## src/hw/rtl/lrs_pkg.sv

```systemverilog
// shared constants, types and control structs of the linear resampler
package lrs_pkg;

    localparam int FRAC_BITS    = 16;
    localparam int MAX_UPSAMPLE = 16;
    localparam int SAMPLE_W     = 16;
    localparam int STEP_W       = 21;

    // accumulator holds below one position plus one step
    localparam int ACC_W  = ((STEP_W > FRAC_BITS) ? STEP_W : FRAC_BITS) + 1;
    localparam int CNT_W  = $clog2(MAX_UPSAMPLE + 1);
    localparam int DIFF_W = SAMPLE_W + 1;
    localparam int PROD_W = FRAC_BITS + 1 + DIFF_W;
    localparam int V_W    = FRAC_BITS + SAMPLE_W + 3;

    localparam logic [STEP_W-1:0] STEP_RESET = STEP_W'(64'd1 << FRAC_BITS);
    localparam logic [ACC_W-1:0]  ACC_ONE    = ACC_W'(64'd1 << FRAC_BITS);
    localparam logic [V_W-1:0]    RND_BIAS   = V_W'((64'd1 << FRAC_BITS) - 64'd1);
    localparam logic [CNT_W-1:0]  CNT_MAX    = CNT_W'(MAX_UPSAMPLE);
    localparam logic [CNT_W-1:0]  CNT_LAST   = CNT_W'(MAX_UPSAMPLE - 1);

    typedef logic signed [SAMPLE_W-1:0] t_sample;
    typedef logic [STEP_W-1:0]          t_step;

    // controller to datapath
    typedef struct packed {
        logic load;     // capture the incoming word
        logic issue;    // start one interpolation, advance the phase
        logic last;     // the issued output closes this input's run
        logic finish;   // update previous sample and phase, end the item
    } t_dp_cmd;

    // datapath to controller
    typedef struct packed {
        logic have_prev;
        logic acc_below_one;
        logic next_below_one;
        logic pipe_en;
    } t_dp_status;

endpackage

```

## src/hw/rtl/lrs_if.sv

```systemverilog
// valid/ready stream interfaces for input and output words
interface lrs_in_if;
    logic                   valid;
    logic                   ready;
    logic signed [15:0]     in_sample;
    logic                   end_of_stream;

    modport source (output valid, output in_sample, output end_of_stream, input ready);
    modport sink   (input valid, input in_sample, input end_of_stream, output ready);
endinterface

interface lrs_out_if;
    logic                   valid;
    logic                   ready;
    logic signed [15:0]     out_sample;
    logic                   last_of_run;

    modport source (output valid, output out_sample, output last_of_run, input ready);
    modport sink   (input valid, input out_sample, input last_of_run, output ready);
endinterface

```

## src/hw/rtl/lrs_dp.sv

```systemverilog
// datapath: step register, sample and phase state, interpolation pipeline
module lrs_dp (
    input  logic                  i_clk,
    input  logic                  i_rst_n,
    input  logic                  i_cfg_we,
    input  lrs_pkg::t_step        i_cfg_wdata,
    input  lrs_pkg::t_sample      i_in_sample,
    input  logic                  i_in_eos,
    input  lrs_pkg::t_dp_cmd      i_cmd,
    output lrs_pkg::t_dp_status   o_status,
    input  logic                  i_out_ready,
    output logic                  o_out_valid,
    output lrs_pkg::t_sample      o_out_sample,
    output logic                  o_out_last
);
    import lrs_pkg::*;

    t_step                      r_step;
    t_sample                    r_b;
    logic                       r_eos;
    t_sample                    r_prev,      n_prev;
    logic                       r_have_prev, n_have_prev;
    logic [ACC_W-1:0]           r_acc,       n_acc;
    logic                       r_p_vld;
    logic signed [PROD_W-1:0]   r_p_prod;
    t_sample                    r_p_a;
    logic                       r_p_last;
    logic                       r_o_vld;
    t_sample                    r_o_sample;
    logic                       r_o_last;

    logic [ACC_W-1:0]           w_acc_step;
    logic signed [FRAC_BITS:0]  w_frac;
    logic signed [DIFF_W-1:0]   w_diff;
    logic signed [PROD_W-1:0]   w_prod;
    logic signed [V_W-1:0]      w_v;
    logic signed [V_W-1:0]      w_bias;
    logic signed [V_W-1:0]      w_rnd;
    logic                       w_pipe_en;

    // phase arithmetic
    assign w_acc_step = r_acc + ACC_W'(r_step);
    assign w_pipe_en  = !r_o_vld || i_out_ready;

    assign o_status.have_prev      = r_have_prev;
    assign o_status.acc_below_one  = (r_acc < ACC_ONE);
    assign o_status.next_below_one = (w_acc_step < ACC_ONE);
    assign o_status.pipe_en        = w_pipe_en;

    // step register
    always_ff @(posedge i_clk) begin
        if (!i_rst_n) begin
            r_step <= STEP_RESET;
        end else if (i_cfg_we) begin
            r_step <= i_cfg_wdata;
        end
    end

    // captured input word
    always_ff @(posedge i_clk) begin
        if (i_cmd.load) begin
            r_b   <= i_in_sample;
            r_eos <= i_in_eos;
        end
    end

    // state update: phase advance on issue, previous sample and phase at the end of an item
    always_comb begin
        n_prev      = r_prev;
        n_have_prev = r_have_prev;
        n_acc       = r_acc;
        if (i_cmd.issue) begin
            n_acc = w_acc_step;
        end
        if (i_cmd.finish) begin
            if (r_eos) begin
                n_prev      = '0;
                n_have_prev = 1'b0;
                n_acc       = '0;
            end else begin
                n_prev      = r_b;
                n_have_prev = 1'b1;
                if (!r_have_prev || (r_acc < ACC_ONE)) begin
                    n_acc = '0;
                end else begin
                    n_acc = r_acc - ACC_ONE;
                end
            end
        end
    end

    always_ff @(posedge i_clk) begin
        if (!i_rst_n) begin
            r_prev      <= '0;
            r_have_prev <= 1'b0;
            r_acc       <= '0;
        end else begin
            r_prev      <= n_prev;
            r_have_prev <= n_have_prev;
            r_acc       <= n_acc;
        end
    end

    // stage one: frac * (b - a)
    assign w_frac = $signed({1'b0, r_acc[FRAC_BITS-1:0]});
    assign w_diff = DIFF_W'(r_b) - DIFF_W'(r_prev);
    assign w_prod = PROD_W'(w_frac) * PROD_W'(w_diff);

    always_ff @(posedge i_clk) begin
        if (!i_rst_n) begin
            r_p_vld <= 1'b0;
        end else if (w_pipe_en) begin
            r_p_vld <= i_cmd.issue;
        end
    end

    always_ff @(posedge i_clk) begin
        if (w_pipe_en && i_cmd.issue) begin
            r_p_prod <= w_prod;
            r_p_a    <= r_prev;
            r_p_last <= i_cmd.last;
        end
    end

    // stage two: add a, truncate toward zero
    assign w_v    = (V_W'(r_p_a) <<< FRAC_BITS) + V_W'(r_p_prod);
    assign w_bias = w_v[V_W-1] ? $signed(RND_BIAS) : '0;
    assign w_rnd  = (w_v + w_bias) >>> FRAC_BITS;

    always_ff @(posedge i_clk) begin
        if (!i_rst_n) begin
            r_o_vld <= 1'b0;
        end else if (w_pipe_en) begin
            r_o_vld <= r_p_vld;
        end
    end

    always_ff @(posedge i_clk) begin
        if (w_pipe_en && r_p_vld) begin
            r_o_sample <= w_rnd[SAMPLE_W-1:0];
            r_o_last   <= r_p_last;
        end
    end

    assign o_out_valid  = r_o_vld;
    assign o_out_sample = r_o_sample;
    assign o_out_last   = r_o_last;

endmodule

```

## src/hw/rtl/lrs_ctrl.sv

```systemverilog
// controller: accepts a word, walks the output positions of its interval
module lrs_ctrl (
    input  logic                  i_clk,
    input  logic                  i_rst_n,
    input  logic                  i_in_valid,
    output logic                  o_in_ready,
    input  lrs_pkg::t_dp_status   i_status,
    output lrs_pkg::t_dp_cmd      o_cmd
);
    import lrs_pkg::*;

    typedef enum logic [1:0] {
        S_IDLE = 2'b01,
        S_EMIT = 2'b10
    } t_state;

    t_state             r_state, n_state;
    logic [CNT_W-1:0]   r_cnt,   n_cnt;

    assign o_in_ready = (r_state == S_IDLE);

    // next state and datapath commands
    always_comb begin
        n_state = r_state;
        n_cnt   = r_cnt;
        o_cmd   = '0;
        case (r_state)
            S_IDLE: begin
                if (i_in_valid) begin
                    o_cmd.load = 1'b1;
                    n_cnt      = '0;
                    n_state    = S_EMIT;
                end
            end
            S_EMIT: begin
                if (!i_status.have_prev) begin
                    // first word of a stream only gets stored
                    o_cmd.finish = 1'b1;
                    n_state      = S_IDLE;
                end else if (i_status.acc_below_one && (r_cnt < CNT_MAX)) begin
                    if (i_status.pipe_en) begin
                        o_cmd.issue = 1'b1;
                        o_cmd.last  = !i_status.next_below_one || (r_cnt == CNT_LAST);
                        n_cnt       = r_cnt + 1'b1;
                    end
                end else begin
                    o_cmd.finish = 1'b1;
                    n_state      = S_IDLE;
                end
            end
            default: begin
                n_state = S_IDLE;
            end
        endcase
    end

    always_ff @(posedge i_clk) begin
        if (!i_rst_n) begin
            r_state <= S_IDLE;
            r_cnt   <= '0;
        end else begin
            r_state <= n_state;
            r_cnt   <= n_cnt;
        end
    end

endmodule

```

## src/hw/rtl/linear_resampler_16bit.sv

```systemverilog
// top level of the linear interpolation resampler
//
//   port          dir   word fields                   handshake
//   i_in          in    in_sample, end_of_stream      valid/ready
//   o_out         out   out_sample, last_of_run       valid/ready
//   i_cfg_we/..   in    phase_step (21 bits)          write enable only
//
// an input word is accepted, then gets one issue per output (up to 16 outputs)
// and a final update; the controller issues one interpolation per cycle, unless
// the output stalls, into a two-stage multiply/round pipeline.
// an issued interpolation passes the product and output registers; a stalled output freezes the pipeline.
// reset is synchronous; it clears the state and sets phase_step to 1.0.
module linear_resampler_16bit (
    input  logic                 i_clk,
    input  logic                 i_rst_n,
    lrs_in_if.sink               i_in,
    lrs_out_if.source            o_out,
    input  logic                 i_cfg_we,
    input  lrs_pkg::t_step       i_cfg_wdata
);
    import lrs_pkg::*;

    t_dp_cmd     w_cmd;
    t_dp_status  w_status;
    logic        w_in_ready;

    assign i_in.ready = w_in_ready;

    // sequencer
    lrs_ctrl u_ctrl (
        .i_clk      (i_clk),
        .i_rst_n    (i_rst_n),
        .i_in_valid (i_in.valid),
        .o_in_ready (w_in_ready),
        .i_status   (w_status),
        .o_cmd      (w_cmd)
    );

    // arithmetic and state
    lrs_dp u_dp (
        .i_clk        (i_clk),
        .i_rst_n      (i_rst_n),
        .i_cfg_we     (i_cfg_we),
        .i_cfg_wdata  (i_cfg_wdata),
        .i_in_sample  (i_in.in_sample),
        .i_in_eos     (i_in.end_of_stream),
        .i_cmd        (w_cmd),
        .o_status     (w_status),
        .i_out_ready  (o_out.ready),
        .o_out_valid  (o_out.valid),
        .o_out_sample (o_out.out_sample),
        .o_out_last   (o_out.last_of_run)
    );

endmodule

```

## src/flat_wrapper.sv

```systemverilog
// flat-port wrapper written by rule: the top's interface ports become plain ports
module linear_resampler_16bit_flat import lrs_pkg::*;
  (i_clk, i_rst_n, i_cfg_we, i_cfg_wdata, i_in_valid, i_in_in_sample, i_in_end_of_stream, i_in_ready, o_out_valid, o_out_out_sample, o_out_last_of_run, o_out_ready);
  lrs_in_if i_in_i ();
  lrs_out_if o_out_i ();
  input  logic i_clk;
  input  logic i_rst_n;
  input  logic i_cfg_we;
  input  lrs_pkg::t_step i_cfg_wdata;
  input wire logic [$bits(i_in_i.valid)-1:0] i_in_valid;
  input wire logic [$bits(i_in_i.in_sample)-1:0] i_in_in_sample;
  input wire logic [$bits(i_in_i.end_of_stream)-1:0] i_in_end_of_stream;
  output wire logic [$bits(i_in_i.ready)-1:0] i_in_ready;
  output wire logic [$bits(o_out_i.valid)-1:0] o_out_valid;
  output wire logic [$bits(o_out_i.out_sample)-1:0] o_out_out_sample;
  output wire logic [$bits(o_out_i.last_of_run)-1:0] o_out_last_of_run;
  input wire logic [$bits(o_out_i.ready)-1:0] o_out_ready;
  assign i_in_i.valid = i_in_valid;
  assign i_in_i.in_sample = i_in_in_sample;
  assign i_in_i.end_of_stream = i_in_end_of_stream;
  assign i_in_ready = i_in_i.ready;
  assign o_out_valid = o_out_i.valid;
  assign o_out_out_sample = o_out_i.out_sample;
  assign o_out_last_of_run = o_out_i.last_of_run;
  assign o_out_i.ready = o_out_ready;
  linear_resampler_16bit u_core (.i_clk(i_clk), .i_rst_n(i_rst_n), .i_in(i_in_i), .o_out(o_out_i), .i_cfg_we(i_cfg_we), .i_cfg_wdata(i_cfg_wdata));
endmodule
```

## config.mk

```make
export PLATFORM = sky130hd
export DESIGN_NAME = linear_resampler_16bit_flat
export DESIGN_NICKNAME = d
export VERILOG_FILES = /design/src/hw/rtl/lrs_pkg.sv /design/src/hw/rtl/lrs_if.sv /design/src/hw/rtl/lrs_dp.sv /design/src/hw/rtl/lrs_ctrl.sv /design/src/hw/rtl/linear_resampler_16bit.sv /design/src/flat_wrapper.sv
export SDC_FILE = /design/constraint.sdc
export NUM_CORES = 1
export LEC_CHECK = 0
export CORE_MARGIN = 2
export CORE_UTILIZATION = 67
export CTS_CLUSTER_DIAMETER = 120
export DETAILED_ROUTE_END_ITERATION = 6
export DONT_BUFFER_PORTS = 1
export GPL_ROUTABILITY_DRIVEN = 1
export MAX_ROUTING_LAYER = met4
export PLACE_DENSITY = 0.85
export SLEW_MARGIN = 20
export SYNTH_ARGS = -nofsm -noshare
export SYNTH_HDL_FRONTEND = slang
export SYNTH_SLANG_ARGS = --single-unit
```

## constraint.sdc

```tcl
create_clock -name i_clk -period 10.78 [get_ports i_clk]
set_clock_uncertainty 0.1 [all_clocks]
set_input_delay 1.078 -clock i_clk [delete_from_list [all_inputs] [get_ports i_clk]]
set_output_delay 1.078 -clock i_clk [all_outputs]
set_load 0.005 [all_outputs]
```

==> run summary, run 1 <==
ANT cells - 0
Syn-to-layout area delta - 5.241%
Final WL - 41950 um
Post-route design area - 18820 um^2
Met3 Wirelength - 2661 um
DR vias/cell - 6.084
Vias in the first global route - 14300
PortBufs - 0
Failing checks - DRC
Most frequent CP cell - fa_1
CTS tree - done
First-pass GRT wire length - 69490 um
Clk sinks - 154
Max Clk Rate - 111.3 MHz
Post-synth top area cell - fa_1
Largest net degree at the start of global routing - 75
Post-Syn Instances - 1887
RSZ-0062 raised after global routing - false
Die Wd - 167.4 um
Postcts setup bufs - 0
CTS Root Cell - clkbuf_16
Outcome - complete, but fails checks
Final Net Count - 2317
Worst-Skew Late Latency - 430 ps
Final Util - 0.7201
Post-Route M1 WL - 17220 um
Drt wl/cell - 18.99 um
P per Cell Area - 79.26 nW/um^2
Syn avg cell area - 9.475 um^2
Synth Warn # - 0
Combinational power share - 0.155
Placed instance count - 2177
Critical Path Sink Type - register
Yosys top cell area share - 0.2374
Top fanout value on the critical path - 16
Clock Pin Slew Worst Setup and Hold Paths - 70 ps
Most used DFF post-synth - edfxtp_1
Final Setup Violations - 0
# IOs - 62
Met2 wire len - 20980 um
Total negative slack - 0 ps
Starting Density - 0.6842
Worst-Margin Slew - 1135 ps
Slowest stage delay, CP - 840 ps
Post-Place Cell Area - 18210 um^2
Worst Path Arrival - 9070 ps
Post-synth EDFFs - 85
Synth area leaders - fa_1 (24%), edfxtp_1 (14%), ha_1 (14%)
Num rows - 59
Fin crit period - 8985 ps
Switch share - 0.3012
Number of antenna violations at the first check in global routing - 0
Leak - 8.820 nW
Initial DRC count - 941
Final Cycle Share - 0.8335
DRT antenna net count - 0
Post-synthesis sequential area ratio - 0.2200
Clock group share of total power - 0.418
Syn Nets - 2343
Fraction of layout cells with a size suffix above 1 - 0.04322
Headroom to the max-slew limit - 0.2399
Die Y - 167.4 um
Max Slew Vio Count - 0
Switching power - 0.4492 mW
GPL Wtd Cong - 0.9544
Number of iterations in the first detailed-routing pass - 7
Part of the power in registers - 0.427
Clock buffer depth - 2
Gr ovfl total - 0
Fill cells - 1880
Worst VDD drop - 0.09464 mV
Synth Register Bits - 154
GR Util All Layers - 0.3212
CTS HTree Levels - 4
Hold-fix buffers, CTS - 0
Ys async rst share - 0
CTS Buf Count - 17
Hpwl dp - 31900 um
Crit path launch type - register
DR DRC count - 2
Vias - 13440
CTS-repair resized insts - 0
Slowest-stage cell, CP - xor2_1
Critical path type - register to register
Required time of the critical path - 10860 ps
Final hold vios - 0
Synthesized area - 17880 um^2
P_int - 1.042 mW
Unique cell type count in the Yosys netlist - 69
Worst Hold Class - register to register
Finished Layout Cells - 2209
Max-cap viol count - 0
Top Metal Used - met4
CORE AREA - 26130 um^2
Die area - 28010 um^2
final cells by class:
type,count,area [um^2],area share
Sequential cell,154,3934,0.2091
Clock buffer,17,425.4,0.02261
Tap cell,335,419.2,0.02228
Timing Repair Buffer,13,97.59,0.005187
Inverter,290,1089,0.05785
Clock inverter,15,172.7,0.009176
Multi-Input combinational cell,1385,12680,0.6738
synth_stat cells, types with 8 or more instances:
master and number:
inv_1 289, fa_1 212, ha_1 201, nand2_1 183
and2_1 107, nor2b_1 99, a21oi_1 90, edfxtp_1 85
dfxtp_1 69, nor2_1 56, clkbuf_1 53, o21ai_0 49
xnor2_1 49, xor2_1 31, nand3_1 28, a21o_1 24
mux2i_1 23, nor3_1 22, nor3b_1 16, nand2b_1 15
and3_1 13, or3_1 13, a22oi_1 10, a31oi_1 10
or2_2 10, a211oi_1 9, a21boi_0 8
power by group through the flow:
stage,Combinational (mW),Sequential [mW],Clock [mW]
2_1_floorplan,0.164,0.646,0
3_3_place_gp,0.217,0.650,0
3_5_place_dp,0.224,0.650,0
4_1_cts,0.228,0.637,0.633
5_1_grt,0.254,0.638,0.651
6_report,0.232,0.637,0.623
routing by layer:
layer / track usage / vias up
li1: - / 6167
met1: 0.3938 / 6667
met2: 0.5510 / 509
met3: 0.04916 / 97
met4: 0.1013 / 0
met5: - / -
logic make-up (layout without fill, tap and decap cells):
logic type / count (synthesis) / after routing / synth area share
buf+inv: 348 / 335 / 0.07327
simple gates: 588 / 588 / 0.1735
mux: 23 / 23 / 0.01288
compound gates: 280 / 280 / 0.1022
fa+ha+maj: 413 / 413 / 0.3780
flops: 154 / 154 / 0.2200
xor+xnor: 81 / 81 / 0.04010
worst max-delay path: cells and delay by family (launching register included):
family / cells / cell delay (ps)
flops: 1 / 420
compound gates: 9 / 2550
mux: 1 / 210
simple gates: 6 / 730
xor+xnor: 1 / 840
fa+ha+maj: 8 / 3690
buf+inv: 3 / 190
path summary, 6_finish.rpt:
kind                                            from  slack (ps)                            endpoint  depth (start not counted)
hold / removal    u_core.u_dp.r_p_last$_SDFFCE_PN0P_         310    u_core.u_dp.o_out_last$_DFFE_PP_                          0
hold reg to reg   u_core.u_dp.r_p_last$_SDFFCE_PN0P_         310    u_core.u_dp.o_out_last$_DFFE_PP_                          0
setup reg to reg  u_core.u_dp.r_prev[1]$_SDFFE_PN0P_        1790  u_core.u_dp.r_p_prod[32]$_DFFE_PP_                         28
setup / recovery  u_core.u_dp.r_prev[1]$_SDFFE_PN0P_        1790  u_core.u_dp.r_p_prod[32]$_DFFE_PP_                         28
state kept, by name, indices dropped and copies added, names as in the netlist, 2 cells and up:
signal,flops
u_core.u_dp.r_p_prod,34
u_core.u_dp.r_acc,22
u_core.u_ctrl.r_cnt,5
u_core.u_dp.r_prev,16
u_core.u_dp.o_out_sample,16
u_core.u_dp.r_b,16
u_core.u_ctrl.r_state,2
u_core.u_dp.r_p_a,16
u_core.u_dp.r_step,21
layout by cell type, fill, tap and decap left out, types with 15 or more instances in the layout:
| master | n |
|---|---|
| inv_1 | 289 |
| fa_1 | 212 |
| ha_1 | 201 |
| nand2_1 | 183 |
| and2_1 | 107 |
| nor2b_1 | 98 |
| a21oi_1 | 90 |
| edfxtp_1 | 85 |
| dfxtp_1 | 69 |
| nor2_1 | 56 |
| o21ai_0 | 49 |
| xnor2_1 | 45 |
| xor2_1 | 31 |
| nand3_1 | 28 |
| a21o_1 | 24 |
| mux2i_1 | 23 |
| nor3_1 | 22 |
| clkbuf_16 | 17 |
| nor3b_1 | 16 |
| nand2b_1 | 15 |
through the flow:
stage | setup slack (ps) | total power, mW | hold slack, ps
after global routing | 1170 | 1.543 | 323.6
after floorplan | 2835 | 0.8104 | 300.3
after detailed placement | 1938 | 0.8745 | 334.5
after CTS | 1867 | 1.498 | 315.8
after global placement | 2080 | 0.8672 | 316.9
final | 1795 | 1.491 | 313.6
(Power assumes the default switching activity.)
==> run 2: changes to the inputs <==
CORE_UTILIZATION = 60   (was 67)
PLACE_DENSITY = 0.81   (was 0.85)
clock period = 8.1 ns   (was 10.78 ns; I/O delays follow)
==> run 2 against run 1 <==
The run now ends clean. Flip-flop and latch count unchanged. Core utilization decreased by 4.4 points. Combinational power increased by 77%. Global-route usage decreased by 3.2 points. Die area increased by 11%. Final area increased by 5.9%. Wire length increased by 5.3%. Highest routed layer unchanged.
==> run summary, run 2 (synthesis results as in run 1) <==
Outcome - finished, final reports clean
ANT cells - 0
# IOs - 62
Fin crit period - 7925 ps
Required time of the critical path - 8180 ps
CORE AREA - 29480 um^2
Reg2reg end - u_core.u_dp.r_p_prod[32]$_DFFE_PP_
Vias - 13900
Hold-fix buffers, CTS - 0
Fill cells - 2180
Gr ovfl total - 0
CTS Root Cell - clkbuf_16
Die Wd - 176.6 um
Worst Setup EP - u_core.u_dp.r_p_prod[32]$_DFFE_PP_
Most frequent cells in the layout - inv_1 (287), fa_1 (205), ha_1 (195)
CTS tree - done
Commonest non-fill, non-tap cell in the layout - inv_1
Total power - 2.055 mW
Fraction of layout cells with a size suffix above 1 - 0.1108
Clk sinks - 154
Starting Density - 0.6065
PortBufs - 0
Total negative slack - 0 ps
Top fanout value on the critical path - 8
Worst VDD drop - 0.09879 mV
Crit path launch type - register
Initial DRC count - 1051
DRT antenna net count - 0
Slowest stage delay, CP - 550 ps
Slowest-stage cell, CP - fa_1
Hpwl dp - 32770 um
Leak - 9.300 nW
DR vias/cell - 5.915
Setup slack, reg-to-reg - 180 ps
Largest Register - u_core.u_dp.r_p_prod
Headroom to the max-slew limit - 0.2978
Setup crit start - u_core.u_dp.r_b[2]$_DFFE_PP_
Reg2Reg Depth - 28
GR Util All Layers - 0.2896
Largest net degree at the start of global routing - 75
P per Cell Area - 103.2 nW/um^2
Most frequent CP cell - fa_1
Critical Path Sink Type - register
Worst r2r src - u_core.u_dp.r_b[2]$_DFFE_PP_
Syn-to-layout area delta - 11.41%
Die area - 31200 um^2
Clock buffer depth - 2
First-pass GRT wire length - 69390 um
CTS HTree Levels - 4
GPL Wtd Cong - 0.9390
Die Y - 176.6 um
Final WL - 44170 um
Worst Hold Class - primary input to register
Drt wl/cell - 18.80 um
Final Net Count - 2402
Final Cycle Share - 0.9783
Critical path type - register to register
Worst-Skew Late Latency - 430 ps
Clock Pin Slew Worst Setup and Hold Paths - 70 ps
Max Clk Rate - 126.2 MHz
Final Setup Violations - 0
Biggest regs - u_core.u_dp.r_p_prod: 34 flops, u_core.u_dp.r_acc: 22 flops, u_core.u_dp.r_step: 21 flops
Worst-Margin Slew - 1051 ps
Worst Path Arrival - 8000 ps
Max reg flops - 34
CTS Buf Count - 17
Final hold vios - 0
Number of iterations in the first detailed-routing pass - 6
Max Slew Vio Count - 0
Max-cap viol count - 0
Number of antenna violations at the first check in global routing - 0
DR DRC count - 0
Vias in the first global route - 14170
Num rows - 63
==> run 2: worst min path at each step <==
stage,from,endpoint,slack [ps],depth (start not counted)
detailed placement,u_core.u_dp.r_p_last$_SDFFCE_PN0P_,u_core.u_dp.o_out_last$_DFFE_PP_,310,0
floorplan,u_core.u_dp.r_p_last$_SDFFCE_PN0P_,u_core.u_dp.o_out_last$_DFFE_PP_,300,0
global route,i_rst_n,u_core.u_dp.r_step[16]$_SDFFE_PN1P_,340,1
CTS,i_rst_n,u_core.u_dp.r_step[16]$_SDFFE_PN1P_,340,1
finish,i_rst_n,u_core.u_dp.r_step[16]$_SDFFE_PN1P_,350,1
global placement,u_core.u_dp.r_p_last$_SDFFCE_PN0P_,u_core.u_dp.o_out_last$_DFFE_PP_,330,0
==> run 2: what timing repair did <==
| action | 4_1_cts | 5_1_grt |
|---|---|---|
| pin swaps | 7 | 65 |
| gates cloned | 0 | 4 |
| setup buffers | 4 | 22 |
| resized for setup | 19 | 73 |
| setup endpoints to repair | 8 | 14 |
==> run 2: final cells by class <==
| class | count | area, um^2 | share of cell area |
|---|---|---|---|
| clock buffers | 22 | 496.7 | 0.02494 |
| clock inverters | 10 | 77.57 | 0.003894 |
| inverters | 290 | 1089 | 0.05465 |
| multi-input cells | 1385 | 13000 | 0.6525 |
| flip-flops and latches | 154 | 3935 | 0.1976 |
| well taps | 390 | 488.0 | 0.02450 |
| repair buffers | 98 | 835.8 | 0.04196 |
==> run 2: report_power, final <==
| part | switching (mW) | internal [mW] | total [mW] | leakage [nW] |
|---|---|---|---|---|
| sequential | 0.0113 | 0.837 | 0.849 | 1.34 |
| combinational | 0.232 | 0.177 | 0.410 | 7.68 |
| clock | 0.354 | 0.442 | 0.796 | 0.280 |
==> run 2: worst max-delay path, delay by kind of cell (launching register included) <==
| kind | cells | cell delay [ps] |
|---|---|---|
| buffers and inverters | 5 | 530 |
| AOI/OAI and AO/OA | 8 | 1880 |
| muxes | 1 | 210 |
| adders and majority gates | 8 | 3670 |
| and+or+nand+nor | 6 | 870 |
| DFF | 1 | 400 |
==> run 2: per-layer routing <==
metal	GRT usage	up-vias	part of all wire
met4	0.09504	0	0.043
met3	0.03565	149	0.060
met5	-	-	0
met1	0.3599	6866	0.41
met2	0.4935	541	0.49
li1	-	6339	-
==> run 2: per-stage QoR <==
step	util	cells	instance area, um^2	worst slack, ps	hold WS, ps
after floorplan	-	1887	17880	155.3	300.3
after global placement	0.6342	2287	18700	-86.67	331.9
after detailed placement	0.6342	2287	18700	-337.9	307.1
after CTS	0.6569	2323	19370	41.83	341.7
after global routing	0.6757	2349	19920	-68.83	342.4
final	0.6757	2349	19920	175.5	346.5
